===== config.mk =====
export PLATFORM = sky130hd
export DESIGN_NAME = stuffed_frame_encoder
export DESIGN_NICKNAME = d
export VERILOG_FILES = /design/src/rtl/sfe_pkg.sv /design/src/rtl/sfe_front.sv /design/src/rtl/sfe_queue.sv /design/src/rtl/sfe_back.sv /design/src/rtl/stuffed_frame_encoder.sv
export SDC_FILE = /design/constraint.sdc
export NUM_CORES = 1
export LEC_CHECK = 0
export BUFFER_PORTS_ARGS = -buffer_cell sky130_fd_sc_hd__clkbuf_2
export CORE_UTILIZATION = 50
export DETAILED_ROUTE_END_ITERATION = 12
export PLACE_DENSITY_LB_ADDON = 0.3
export SYNTH_ARGS = -nofsm -noshare
export SYNTH_HDL_FRONTEND = slang
export SYNTH_SLANG_ARGS = --single-unit

===== constraint.sdc =====
create_clock -name clk_i -period 3.2 [get_ports clk_i]
set_clock_uncertainty 0.05 [all_clocks]
set_input_delay 0.64 -clock clk_i [delete_from_list [all_inputs] [get_ports clk_i]]
set_output_delay 0.64 -clock clk_i [all_outputs]
set_load 0.005 [all_outputs]

===== src/rtl/sfe_pkg.sv =====
// Shared types and constants for the stuffed frame encoder.
// No dependencies; every other rtl file refers to it by scoped names.
package sfe_pkg;

  localparam int unsigned ByteW     = 8;
  localparam int unsigned CfgIdxW   = 3;
  localparam int unsigned QueueDepthDef = 2;

  // Configuration register indexes
  localparam logic [CfgIdxW-1:0] CfgFlag    = 3'd0;
  localparam logic [CfgIdxW-1:0] CfgEscape  = 3'd1;
  localparam logic [CfgIdxW-1:0] CfgFlagSub = 3'd2;
  localparam logic [CfgIdxW-1:0] CfgEscSub  = 3'd3;
  localparam logic [CfgIdxW-1:0] CfgAddress = 3'd4;
  localparam logic [CfgIdxW-1:0] CfgCtrl0   = 3'd5;
  localparam logic [CfgIdxW-1:0] CfgCtrl1   = 3'd6;

  // Reset values
  localparam logic [ByteW-1:0] FlagRst    = 8'h7E;
  localparam logic [ByteW-1:0] EscapeRst  = 8'h7D;
  localparam logic [ByteW-1:0] FlagSubRst = 8'h5E;
  localparam logic [ByteW-1:0] EscSubRst  = 8'h5D;
  localparam logic [ByteW-1:0] AddressRst = 8'h03;
  localparam logic [ByteW-1:0] Ctrl0Rst   = 8'h00;
  localparam logic [ByteW-1:0] Ctrl1Rst   = 8'h40;

  typedef struct packed {
    logic [ByteW-1:0] data_byte;
    logic             last_byte;
  } in_word_t;

  typedef struct packed {
    logic [ByteW-1:0] out_byte;
    logic             end_of_run;
    logic             end_of_frame;
  } out_word_t;

  typedef struct packed {
    logic [ByteW-1:0] flag_byte;
    logic [ByteW-1:0] escape_byte;
    logic [ByteW-1:0] flag_substitute;
    logic [ByteW-1:0] escape_substitute;
    logic [ByteW-1:0] address_byte;
    logic [ByteW-1:0] control_seq_zero;
    logic [ByteW-1:0] control_seq_one;
  } cfg_t;

  // Classified item handed from front to back
  typedef struct packed {
    logic [ByteW-1:0] data;
    logic [ByteW-1:0] check;  // running check including this byte
    logic             hdr;    // opens a frame
    logic             last;   // closes a frame
    logic             seq;    // sequence bit of the frame
  } cmd_t;

  typedef struct packed {
    logic empty;
    logic full;
  } q_status_t;

endpackage


===== src/rtl/sfe_front.sv =====
// Front end: accepts payload words, tracks frame state, running check and sequence bit.
// Depends on sfe_pkg.
module sfe_front (
  input  logic              clk_i,
  input  logic              rst_ni,
  input  logic              accept_i,
  input  sfe_pkg::in_word_t in_word_i,
  output sfe_pkg::cmd_t     cmd_o
);

  logic                      in_frame_q, in_frame_d;
  logic [sfe_pkg::ByteW-1:0] check_q, check_d;
  logic                      seq_q, seq_d;
  logic [sfe_pkg::ByteW-1:0] new_check;

  always_comb begin
    new_check = (in_frame_q ? check_q : '0) ^ in_word_i.data_byte;

    cmd_o.data  = in_word_i.data_byte;
    cmd_o.check = new_check;
    cmd_o.hdr   = !in_frame_q;
    cmd_o.last  = in_word_i.last_byte;
    cmd_o.seq   = seq_q;

    in_frame_d = in_frame_q;
    check_d    = check_q;
    seq_d      = seq_q;
    if (accept_i) begin
      if (in_word_i.last_byte) begin
        in_frame_d = 1'b0;
        check_d    = '0;
        seq_d      = !seq_q;
      end else begin
        in_frame_d = 1'b1;
        check_d    = new_check;
      end
    end
  end

  always_ff @(posedge clk_i or negedge rst_ni) begin
    if (!rst_ni) begin
      in_frame_q <= 1'b0;
      check_q    <= '0;
      seq_q      <= 1'b0;
    end else begin
      in_frame_q <= in_frame_d;
      check_q    <= check_d;
      seq_q      <= seq_d;
    end
  end

endmodule


===== src/rtl/sfe_queue.sv =====
// Short command queue between front and back.
// Depends on sfe_pkg.
module sfe_queue #(
  parameter int unsigned Depth = sfe_pkg::QueueDepthDef
) (
  input  logic                clk_i,
  input  logic                rst_ni,
  input  logic                push_i,
  input  sfe_pkg::cmd_t       push_cmd_i,
  input  logic                pop_i,
  output sfe_pkg::cmd_t       head_o,
  output sfe_pkg::q_status_t  status_o
);

  localparam int unsigned PtrW = (Depth > 1) ? $clog2(Depth) : 1;
  localparam int unsigned CntW = $clog2(Depth + 1);

  sfe_pkg::cmd_t   mem_q [Depth];
  logic [PtrW-1:0] wr_ptr_q, wr_ptr_d;
  logic [PtrW-1:0] rd_ptr_q, rd_ptr_d;
  logic [CntW-1:0] cnt_q, cnt_d;
  logic            do_push, do_pop;

  always_comb begin
    status_o.empty = (cnt_q == '0);
    status_o.full  = (cnt_q == CntW'(Depth));
    do_push = push_i && !status_o.full;
    do_pop  = pop_i && !status_o.empty;
    head_o  = mem_q[rd_ptr_q];

    wr_ptr_d = wr_ptr_q;
    rd_ptr_d = rd_ptr_q;
    if (do_push) begin
      wr_ptr_d = (wr_ptr_q == PtrW'(Depth - 1)) ? '0 : wr_ptr_q + 1'b1;
    end
    if (do_pop) begin
      rd_ptr_d = (rd_ptr_q == PtrW'(Depth - 1)) ? '0 : rd_ptr_q + 1'b1;
    end
    cnt_d = cnt_q;
    if (do_push && !do_pop) begin
      cnt_d = cnt_q + 1'b1;
    end else if (do_pop && !do_push) begin
      cnt_d = cnt_q - 1'b1;
    end
  end

  always_ff @(posedge clk_i) begin
    if (do_push) begin
      mem_q[wr_ptr_q] <= push_cmd_i;
    end
  end

  always_ff @(posedge clk_i or negedge rst_ni) begin
    if (!rst_ni) begin
      wr_ptr_q <= '0;
      rd_ptr_q <= '0;
      cnt_q    <= '0;
    end else begin
      wr_ptr_q <= wr_ptr_d;
      rd_ptr_q <= rd_ptr_d;
      cnt_q    <= cnt_d;
    end
  end

endmodule


===== src/rtl/sfe_back.sv =====
// Back end: a queued command gives header (frame opener only), stuffed
// payload byte, stuffed check and closing flag (last byte only), one line
// byte per unstalled cycle into the output register. Depends on sfe_pkg.
module sfe_back (
  input  logic               clk_i,
  input  logic               rst_ni,
  input  sfe_pkg::cfg_t      cfg_i,
  input  sfe_pkg::cmd_t      head_i,
  input  logic               head_valid_i,
  output logic               pop_o,
  output logic               out_valid_o,
  output sfe_pkg::out_word_t out_word_o,
  input  logic               out_stall_i
);

  localparam logic [3:0] StBegin = 4'd0;
  localparam logic [3:0] StFlag  = 4'd1;
  localparam logic [3:0] StAddr  = 4'd2;
  localparam logic [3:0] StCtrl  = 4'd3;
  localparam logic [3:0] StHcs   = 4'd4;
  localparam logic [3:0] StData  = 4'd5;
  localparam logic [3:0] StDSub  = 4'd6;
  localparam logic [3:0] StChk   = 4'd7;
  localparam logic [3:0] StCSub  = 4'd8;
  localparam logic [3:0] StClose = 4'd9;

  logic [3:0]                st_q, st_d, cur, nxt;
  logic                      adv, load, done, eof;
  logic [sfe_pkg::ByteW-1:0] byte_v, ctrl;
  logic                      d_flag, d_esc, c_flag, c_esc;
  logic                      out_valid_q;
  sfe_pkg::out_word_t        out_word_q;

  always_comb begin
    adv  = !out_valid_q || !out_stall_i;
    load = adv && head_valid_i;

    ctrl   = head_i.seq ? cfg_i.control_seq_one : cfg_i.control_seq_zero;
    d_flag = (head_i.data == cfg_i.flag_byte);
    d_esc  = (head_i.data == cfg_i.escape_byte);
    c_flag = (head_i.check == cfg_i.flag_byte);
    c_esc  = (head_i.check == cfg_i.escape_byte);

    cur = (st_q == StBegin) ? (head_i.hdr ? StFlag : StData) : st_q;

    byte_v = cfg_i.flag_byte;
    nxt    = StBegin;
    done   = 1'b0;
    eof    = 1'b0;
    unique case (cur)
      StFlag: begin
        byte_v = cfg_i.flag_byte;
        nxt    = StAddr;
      end
      StAddr: begin
        byte_v = cfg_i.address_byte;
        nxt    = StCtrl;
      end
      StCtrl: begin
        byte_v = ctrl;
        nxt    = StHcs;
      end
      StHcs: begin
        byte_v = cfg_i.address_byte ^ ctrl;
        nxt    = StData;
      end
      StData: begin
        if (d_flag || d_esc) begin
          byte_v = cfg_i.escape_byte;
          nxt    = StDSub;
        end else begin
          byte_v = head_i.data;
          nxt    = StChk;
          done   = !head_i.last;
        end
      end
      StDSub: begin
        byte_v = d_flag ? cfg_i.flag_substitute : cfg_i.escape_substitute;
        nxt    = StChk;
        done   = !head_i.last;
      end
      StChk: begin
        if (c_flag || c_esc) begin
          byte_v = cfg_i.escape_byte;
          nxt    = StCSub;
        end else begin
          byte_v = head_i.check;
          nxt    = StClose;
        end
      end
      StCSub: begin
        byte_v = c_flag ? cfg_i.flag_substitute : cfg_i.escape_substitute;
        nxt    = StClose;
      end
      StClose: begin
        byte_v = cfg_i.flag_byte;
        eof    = 1'b1;
        done   = 1'b1;
      end
      default: begin
        byte_v = cfg_i.flag_byte;
        done   = 1'b1;
      end
    endcase

    pop_o = load && done;
    st_d  = st_q;
    if (load) begin
      st_d = done ? StBegin : nxt;
    end
  end

  always_ff @(posedge clk_i or negedge rst_ni) begin
    if (!rst_ni) begin
      st_q        <= StBegin;
      out_valid_q <= 1'b0;
    end else begin
      st_q <= st_d;
      if (adv) begin
        out_valid_q <= head_valid_i;
      end
    end
  end

  always_ff @(posedge clk_i) begin
    if (load) begin
      out_word_q.out_byte     <= byte_v;
      out_word_q.end_of_run   <= done;
      out_word_q.end_of_frame <= eof;
    end
  end

  assign out_valid_o = out_valid_q;
  assign out_word_o  = out_word_q;

endmodule


===== src/rtl/stuffed_frame_encoder.sv =====
// Top level of the stuffed frame encoder: configuration registers, front end,
// command queue and back end. Depends on sfe_pkg, sfe_front, sfe_queue, sfe_back.
//
// Usage:
//   Input channel (in_valid_i / in_stall_o / in_word_i) takes one payload
//   byte per word, with last_byte marking the end of a frame. Output channel
//   (out_valid_o / out_stall_i / out_word_o) gives one line byte per word.
//   A frame-opening byte yields flag, address, control and header check ahead
//   of the payload; flag and escape bytes in payload and check are escaped.
//   The last byte adds the stuffed check and the closing flag.
//   A word passes through the command queue and the output register before
//   its first line byte is valid. The back end emits one line byte per cycle
//   unless the output is stalled, and pops a word with its last line byte.
//   The front end takes a new word every cycle while the command queue
//   (QueueDepth entries) has room; in_stall_o is high only when it is full.
//   Receiver stall: the output register holds its word; the back end freezes,
//   the queue fills and then the input stalls.
//   Config port (cfg_valid_i / cfg_ready_o) is always ready; writes to an
//   unused index are dropped. Write only while the block is idle.
//   Reset: all registers take their defaults, no frame is open, sequence
//   bit zero, queue and output register empty.
module stuffed_frame_encoder #(
  parameter int unsigned QueueDepth = sfe_pkg::QueueDepthDef
) (
  input  logic                         clk_i,
  input  logic                         rst_ni,
  input  logic                         in_valid_i,
  output logic                         in_stall_o,
  input  sfe_pkg::in_word_t            in_word_i,
  output logic                         out_valid_o,
  input  logic                         out_stall_i,
  output sfe_pkg::out_word_t           out_word_o,
  input  logic                         cfg_valid_i,
  output logic                         cfg_ready_o,
  input  logic [sfe_pkg::CfgIdxW-1:0]  cfg_index_i,
  input  logic [sfe_pkg::ByteW-1:0]    cfg_data_i
);

  sfe_pkg::cfg_t      cfg_q;
  sfe_pkg::cmd_t      push_cmd, head_cmd;
  sfe_pkg::q_status_t q_status;
  logic               in_accept, pop;

  // Config registers, always ready
  assign cfg_ready_o = 1'b1;

  always_ff @(posedge clk_i or negedge rst_ni) begin
    if (!rst_ni) begin
      cfg_q.flag_byte         <= sfe_pkg::FlagRst;
      cfg_q.escape_byte       <= sfe_pkg::EscapeRst;
      cfg_q.flag_substitute   <= sfe_pkg::FlagSubRst;
      cfg_q.escape_substitute <= sfe_pkg::EscSubRst;
      cfg_q.address_byte      <= sfe_pkg::AddressRst;
      cfg_q.control_seq_zero  <= sfe_pkg::Ctrl0Rst;
      cfg_q.control_seq_one   <= sfe_pkg::Ctrl1Rst;
    end else if (cfg_valid_i && cfg_ready_o) begin
      unique case (cfg_index_i)
        sfe_pkg::CfgFlag:    cfg_q.flag_byte         <= cfg_data_i;
        sfe_pkg::CfgEscape:  cfg_q.escape_byte       <= cfg_data_i;
        sfe_pkg::CfgFlagSub: cfg_q.flag_substitute   <= cfg_data_i;
        sfe_pkg::CfgEscSub:  cfg_q.escape_substitute <= cfg_data_i;
        sfe_pkg::CfgAddress: cfg_q.address_byte      <= cfg_data_i;
        sfe_pkg::CfgCtrl0:   cfg_q.control_seq_zero  <= cfg_data_i;
        sfe_pkg::CfgCtrl1:   cfg_q.control_seq_one   <= cfg_data_i;
        default: ;  // unused index, dropped
      endcase
    end
  end

  // Front accepts whenever the queue has room
  assign in_stall_o = q_status.full;
  assign in_accept  = in_valid_i && !in_stall_o;

  sfe_front u_front (
    .clk_i     (clk_i),
    .rst_ni    (rst_ni),
    .accept_i  (in_accept),
    .in_word_i (in_word_i),
    .cmd_o     (push_cmd)
  );

  sfe_queue #(
    .Depth (QueueDepth)
  ) u_queue (
    .clk_i      (clk_i),
    .rst_ni     (rst_ni),
    .push_i     (in_accept),
    .push_cmd_i (push_cmd),
    .pop_i      (pop),
    .head_o     (head_cmd),
    .status_o   (q_status)
  );

  sfe_back u_back (
    .clk_i        (clk_i),
    .rst_ni       (rst_ni),
    .cfg_i        (cfg_q),
    .head_i       (head_cmd),
    .head_valid_i (!q_status.empty),
    .pop_o        (pop),
    .out_valid_o  (out_valid_o),
    .out_word_o   (out_word_o),
    .out_stall_i  (out_stall_i)
  );

  // Checks
  a_eof_ends_run: assert property (@(posedge clk_i) disable iff (!rst_ni)
    out_valid_o && out_word_o.end_of_frame |-> out_word_o.end_of_run)
    else $error("closing flag not marked as end of run");

  a_queue_sane: assert property (@(posedge clk_i) disable iff (!rst_ni)
    !(q_status.full && q_status.empty))
    else $error("queue both full and empty");

  a_pop_nonempty: assert property (@(posedge clk_i) disable iff (!rst_ni)
    pop |-> !q_status.empty)
    else $error("pop from empty queue");

  a_pop_loads_out: assert property (@(posedge clk_i) disable iff (!rst_ni)
    pop |=> out_valid_o && out_word_o.end_of_run)
    else $error("completed command did not end a run");

endmodule

== Word level (Yosys, flattened, before mapping) ==
Memories as Yosys holds them, arrays and structs flattened.
Cells that the tools add are included.
Cells by class
  $add $sub $neg: 4
  multiply operators: 0
  div/mod/pow operators: 0
  $lt $le $gt $ge: 0
  eq/ne operators: 20
  shifts and indexed selects: 0
  multiplexer cells: 24
  bitwise logic cells: 2
  reduce and logical (&&, ||, !) cells: 32
Operators by type and width (number)
  8-bit 2-to-1 mux: 7
  8-bit one-hot mux with 7 select lines: 1
  8-bit == test: 4
  4-bit one-hot mux with 8 select lines: 1
  4-bit by 3-bit == test with 1-bit output (second input constant): 4
  2-bit AND reduction: 8
  8-bit bitwise XOR: 2
  3-bit == test (second input constant): 3
  1-bit zero test: 9
  1-bit 2-to-1 mux: 9
  4-bit by 2-bit == test with 1-bit output (second input constant): 2
  4-bit == test (second input constant): 2
  4-bit 2-to-1 mux: 2
  1-bit logical AND: 7
  3-bit by 2-bit == test with 1-bit output (second input constant): 2
  6-bit OR reduction: 1
  4-bit by 1-bit == test with 1-bit output (second input constant): 1
  4-bit zero test: 1
  2-bit 2-to-1 mux: 2
  3-bit by 1-bit == test with 1-bit output (second input constant): 1
  3-bit zero test: 1
  1-bit logical OR: 3
  3-bit 2-to-1 mux: 1
  1-bit one-hot mux with 3 select lines: 1
  6 further kinds: 7
Storage, ports and cells
  register bits: 85
  latch bits: 0
  bits in writable memories: 38
  ROM bits: 0
  bits of input ports: 25
  output and inout bits: 13
  logic and storage cells: 101
  memories kept: 1
Memories
  u_queue.mem_q: depth 2, width 19, read ports 1, clocked after Yosys merged registers in 0, write ports 1, line sfe_queue.sv:18  | sfe_pkg::cmd_t mem_q [Depth];

== Logic depth before layout (Yosys ltp) ==
An unclocked memory read counts as a cell.
  word-level depth: 11
  mapped depth: 14
  depth with buffers taken out: 11

== Modules after synthesis ==
A second synthesis with hierarchy kept.
Second synthesis, totals
  cell total of the unflattened synthesis: 525
  area total of the unflattened synthesis: 6670.1 um2
Modules (own cells, without submodules)
  stuffed_frame_encoder: times used 1, cells each 130, area each 2199.6 um2, seq. area each 1432.6 um2
  sfe_back: times used 1, cells each 233, area each 2020.7 um2, seq. area each 425.4 um2
  sfe_queue: times used 1, cells each 78, area each 1566.5 um2, seq. area each 1241.2 um2
  sfe_front: times used 1, cells each 84, area each 883.3 um2, seq. area each 250.2 um2

== Worst setup path before layout ==
OpenSTA, ideal clock, no wires.
  path kind: reg-to-reg
  start point: reg u_queue.rd_ptr_q
  end point: reg u_back.out_word_q (netlist bit u_back.out_word_o[7]), data pin
  setup time: 0.261 ns
  data arrival time: 2.551 ns
  required time: 2.889 ns
  path slack: 0.338 ns
  stages on the path, launching flop included: 10
  path buffers: 2
  period minus slack after synthesis: 2.862 ns
  path through: dfrtp_1 -> buf_6 -> mux2i_2 -> xnor2_1 -> nor4_2 -> nand2_2 -> buf_6 -> mux2_4 -> a2111o_1 -> o32a_1
Between the ends
  longest elaborated chain between the ends: 5
  elaborated cells on any way between the ends: 23
  classes of those cells: eq/ne (11); mux (8); bitwise (1); reduce/logical (2); memory (1)
Ends and longest elaborated chain
  start, declared: line sfe_queue.sv:20  | logic [PtrW-1:0] rd_ptr_q, rd_ptr_d;
  start signal, assigned: line sfe_queue.sv:60  | rd_ptr_q <= rd_ptr_d;
  memory 2 x 19 bit (*)
  8-bit == test, or another cell as far along: line sfe_back.sv:41  | c_flag = (head_i.check == cfg_i.flag_byte);
  1-bit logical OR, or another cell as far along: line sfe_back.sv:83  | if (c_flag || c_esc) begin
  8-bit 2-to-1 mux, or another cell as far along: line sfe_back.sv:83
  8-bit one-hot mux with 7 select lines (*): line sfe_back.sv:50  | unique case (cur)
  via u_back.byte_v (one bit): line sfe_back.sv:29  | logic [sfe_pkg::ByteW-1:0] byte_v, ctrl;
  end, declared: line sfe_back.sv:32  | sfe_pkg::out_word_t out_word_q;
Mark *: on every way through the listed nets, which the timed path passes. The rest lies on a longest branch.
A chain may end at the register's enable or synchronous reset.

== Worst setup path after layout ==
Same ends and word-level chain as after synthesis.

==> results_dict.tcl <==
set metrics [dict create \
    hold_buffers 0 \
    vias_per_cell 5.83 \
    hold_slack_ns 0.277 \
    grt_pass1_wl_microns 24400 \
    synth_cell_type_count 46 \
    grtUsageTotal_pct 25.7 \
    dpl.cell_count 724 \
    crit_required_ns 3.32 \
    drive_above_1_share_pct 33.8 \
    clkLatencyLatePin_ns 0.43 \
    detail-route-antenna-nets 0 \
    ys_async_sr_fraction_pct 61.0 \
    gp_congestion 0.899 \
    startpoint "u_queue.rd_ptr_q" \
    rsz0062_at_grt "false" \
    period_minus_slack_ns 3.10 \
    synth_area_leaders "edfxtp_1 (23%), dfrtp_1 (20%), mux2_2 (11%)" \
    finalCritPeriodShare_pct 96.9 \
    grt_max_degree 42 \
    synth-seq-area-share_pct 52.9 \
    postCtsSetupRepairBufs 0 \
    routedWlPerCell_microns 20.1 \
    cts.sinks 123 \
    postCtsResizedCells 0 \
    htree_num_levels 4 \
    yosys_warnings 0 \
    synth_fp_nets 546 \
    antenna_found_initial 0 \
    grt_pass1_vias 4449 \
    cts_inserted_buffers 17 \
    io_pins 38 \
    num_vias 4410 \
    power_mw 7.14 \
    startpoint_type "flip-flop" \
    die_area_sq_um 13100 \
    synth_area_leader_cell "edfxtp_1" \
    finalSetupTns_ns 0 \
    synth_edf_count 48 \
    drc 0 \
    hold_viol 0 \
    final_max_slew_viol_count 0 \
    clk_pin_slew_ns 0.05 \
    synth_top_flop_cell "dfrtp_1" \
    crit_arrival_ns 3.22 \
    area_growth_pct 17.0 \
    fp.dieW_microns 115 \
    fin_ws_ns 0.101 \
    cts_tree "done" \
    hpwl_microns 10900 \
    avgSynthCellArea_sq_um 12.2 \
    drt_iter0_markers 292 \
    cp_max_fo 18 \
    die-height_microns 115 \
    max-cap-violations 0 \
    setup_viol 0 \
    fill_cells 1001 \
    cp-end-kind "flip-flop" \
    p_leak_nw 2.86 \
    synth_top_area_share_pct 22.8 \
    nets 601 \
    slew_headroom_pct 31.6 \
    numPortBuffers 36 \
    clock_path_buffers 2 \
    dp_slack_ns 0.0427 \
    hold_path.class "in -> async" \
    ir_drop_mv 0.604 \
    start_util_pct 52.0 \
    ys_ff_latch 123 \
    synthCells 520 \
    path_class "reg -> reg" \
    r2r_start "u_queue.rd_ptr_q" \
    firstDrtPassIters 5 \
    rows 40 \
    n_antenna_cell 0 \
    run_status "finished, final reports clean" \
    worst_pin_slew_ns 1.02 \
    core_sq_um 12200 \
    clockRootBuffer "clkbuf_16" \
    fmax_ghz 0.323 \
    final-instance-count-excl-fill 756 \
    wl_microns 15200 \
    power.density_nw_per_um2 965 \
    synth_area_sq_um 6330 \
    grt_overflow 0 \
]
==> flip-flops by register name, indices dropped and copies added, names as in the netlist <==
| name | cells |
|---|---|
| cfg_q | 56 |
| u_back.out_valid_o | 1 |
| u_back.out_word_o | 10 |
| u_back.st_q | 4 |
| u_front.check_q | 8 |
| u_front.in_frame_q | 1 |
| u_front.seq_q | 1 |
| u_queue.cnt_q | 2 |
| u_queue.mem_q | 38 |
| u_queue.rd_ptr_q | 1 |
| u_queue.wr_ptr_q | 1 |
==> routing by layer <==
metal  up-vias  GRT usage (%)  part of all wire, %
met3        42           6.72                  4.3
li1       2024              -                    -
met1      2194           32.0                   44
met5         -              0                    0
met4         0           13.6                  4.2
met2       150           41.1                   47
==> layout make-up <==
cell class,instances,area [sq um],share of cell area (%)
clock inverter,14,154,2.08
sequential,123,3350,45.2
timing repair buffer,60,385,5.20
inverter,6,22.5,0.304
multi-input combinational,367,2860,38.6
tap,168,210,2.84
clock buffer,18,429,5.79
==> synth_stat cells, types with 3 or more instances <==
library cell and n:
a22o_1 8, nand4b_1 16, edfxtp_1 48, o21ai_0 26, buf_1 3, mux2i_2 4
dfrtp_1 50, nand2b_1 3, or2_2 9, o32a_1 6, xor2_1 3, nor3_1 6
nor4_1 7, dfstp_2 25, nor2_1 13, a21boi_0 5, nand2_1 50, a2111o_1 6
clkbuf_1 15, and2_1 5, a21oi_1 19, xnor2_1 44, mux2_2 63, inv_1 6
nor3b_1 10, nor2b_1 5, o21a_1 8, mux2i_1 29, buf_6 3, a31oi_1 3
==> cells by family (layout without fill, tap and decap cells) <==
group	count (synthesis)	in the layout	share of synthesized area [%]
AND/OR/NAND/NOR	133	133	11.6
flip-flops	123	123	52.9
buffers and inverters	30	98	2.27
adder cells (fa/ha/maj)	1	1	0.198
AO/OA/AOI/OAI	87	87	9.33
multiplexers	98	98	17.1
other	1	1	0.0592
XOR/XNOR	47	47	6.50
==> stage by stage <==
| step | util (%) | cell area [sq um] |
|---|---|---|
| floorplan | - | 6330 |
| global placement | 55.9 | 6800 |
| detailed placement | 55.9 | 6800 |
| CTS | 60.7 | 7390 |
| global route | 60.9 | 7410 |
| finish | 60.9 | 7410 |
==> placed cells by master (no fill, tap or decap), drive strengths merged, types with 6 or more instances in the layout <==
cell type	synthesis	routed
inv	6	6
xnor2	44	44
dfstp	25	25
nor2	13	13
clkinv	0	7
nand4b	16	16
nor4	9	9
nor3	6	6
nor3b	10	10
a2111o	6	6
o21a	8	8
clkbuf	15	53
edfxtp	48	48
mux2	65	65
nand2	51	51
mux2i	33	33
o32a	6	6
or2	9	9
a22o	8	8
buf	9	25
a21oi	19	19
o21ai	26	26
dfrtp	50	50
==> worst paths after layout <==
kind	end	slack (ns)	cells past startpoint
setup reg to reg	u_back.out_word_o[7]	0.10	8
setup / recovery	u_back.out_word_o[7]	0.10	8
max in group asynchronous	cfg_q[33]	2.05	2
min in group clk_i	u_back.out_valid_o	0.37	3
hold / removal	cfg_q[14]	0.28	1
hold reg to reg	u_front.seq_q	0.44	1
==> where the power goes <==
part	leakage (nW)	internal [mW]	total (mW)	switching, mW
Combinational	1.26	1.22	2.57	1.35
Sequential	1.32	2.28	2.68	0.403
Clock	0.279	1.21	1.89	0.684
==> worst max-delay path, stage by stage, from the launching register on <==
cell	delay, ns
dfrtp_1	0.44
buf_12	0.22
mux2i_1	0.37
xnor2_1	0.17
nor4_4	0.33
nand2_4	0.21
mux2_4	0.35
a2111o_1	0.41
o32a_1	0.29
No activity file was read; power rests on OpenSTA's default activity.
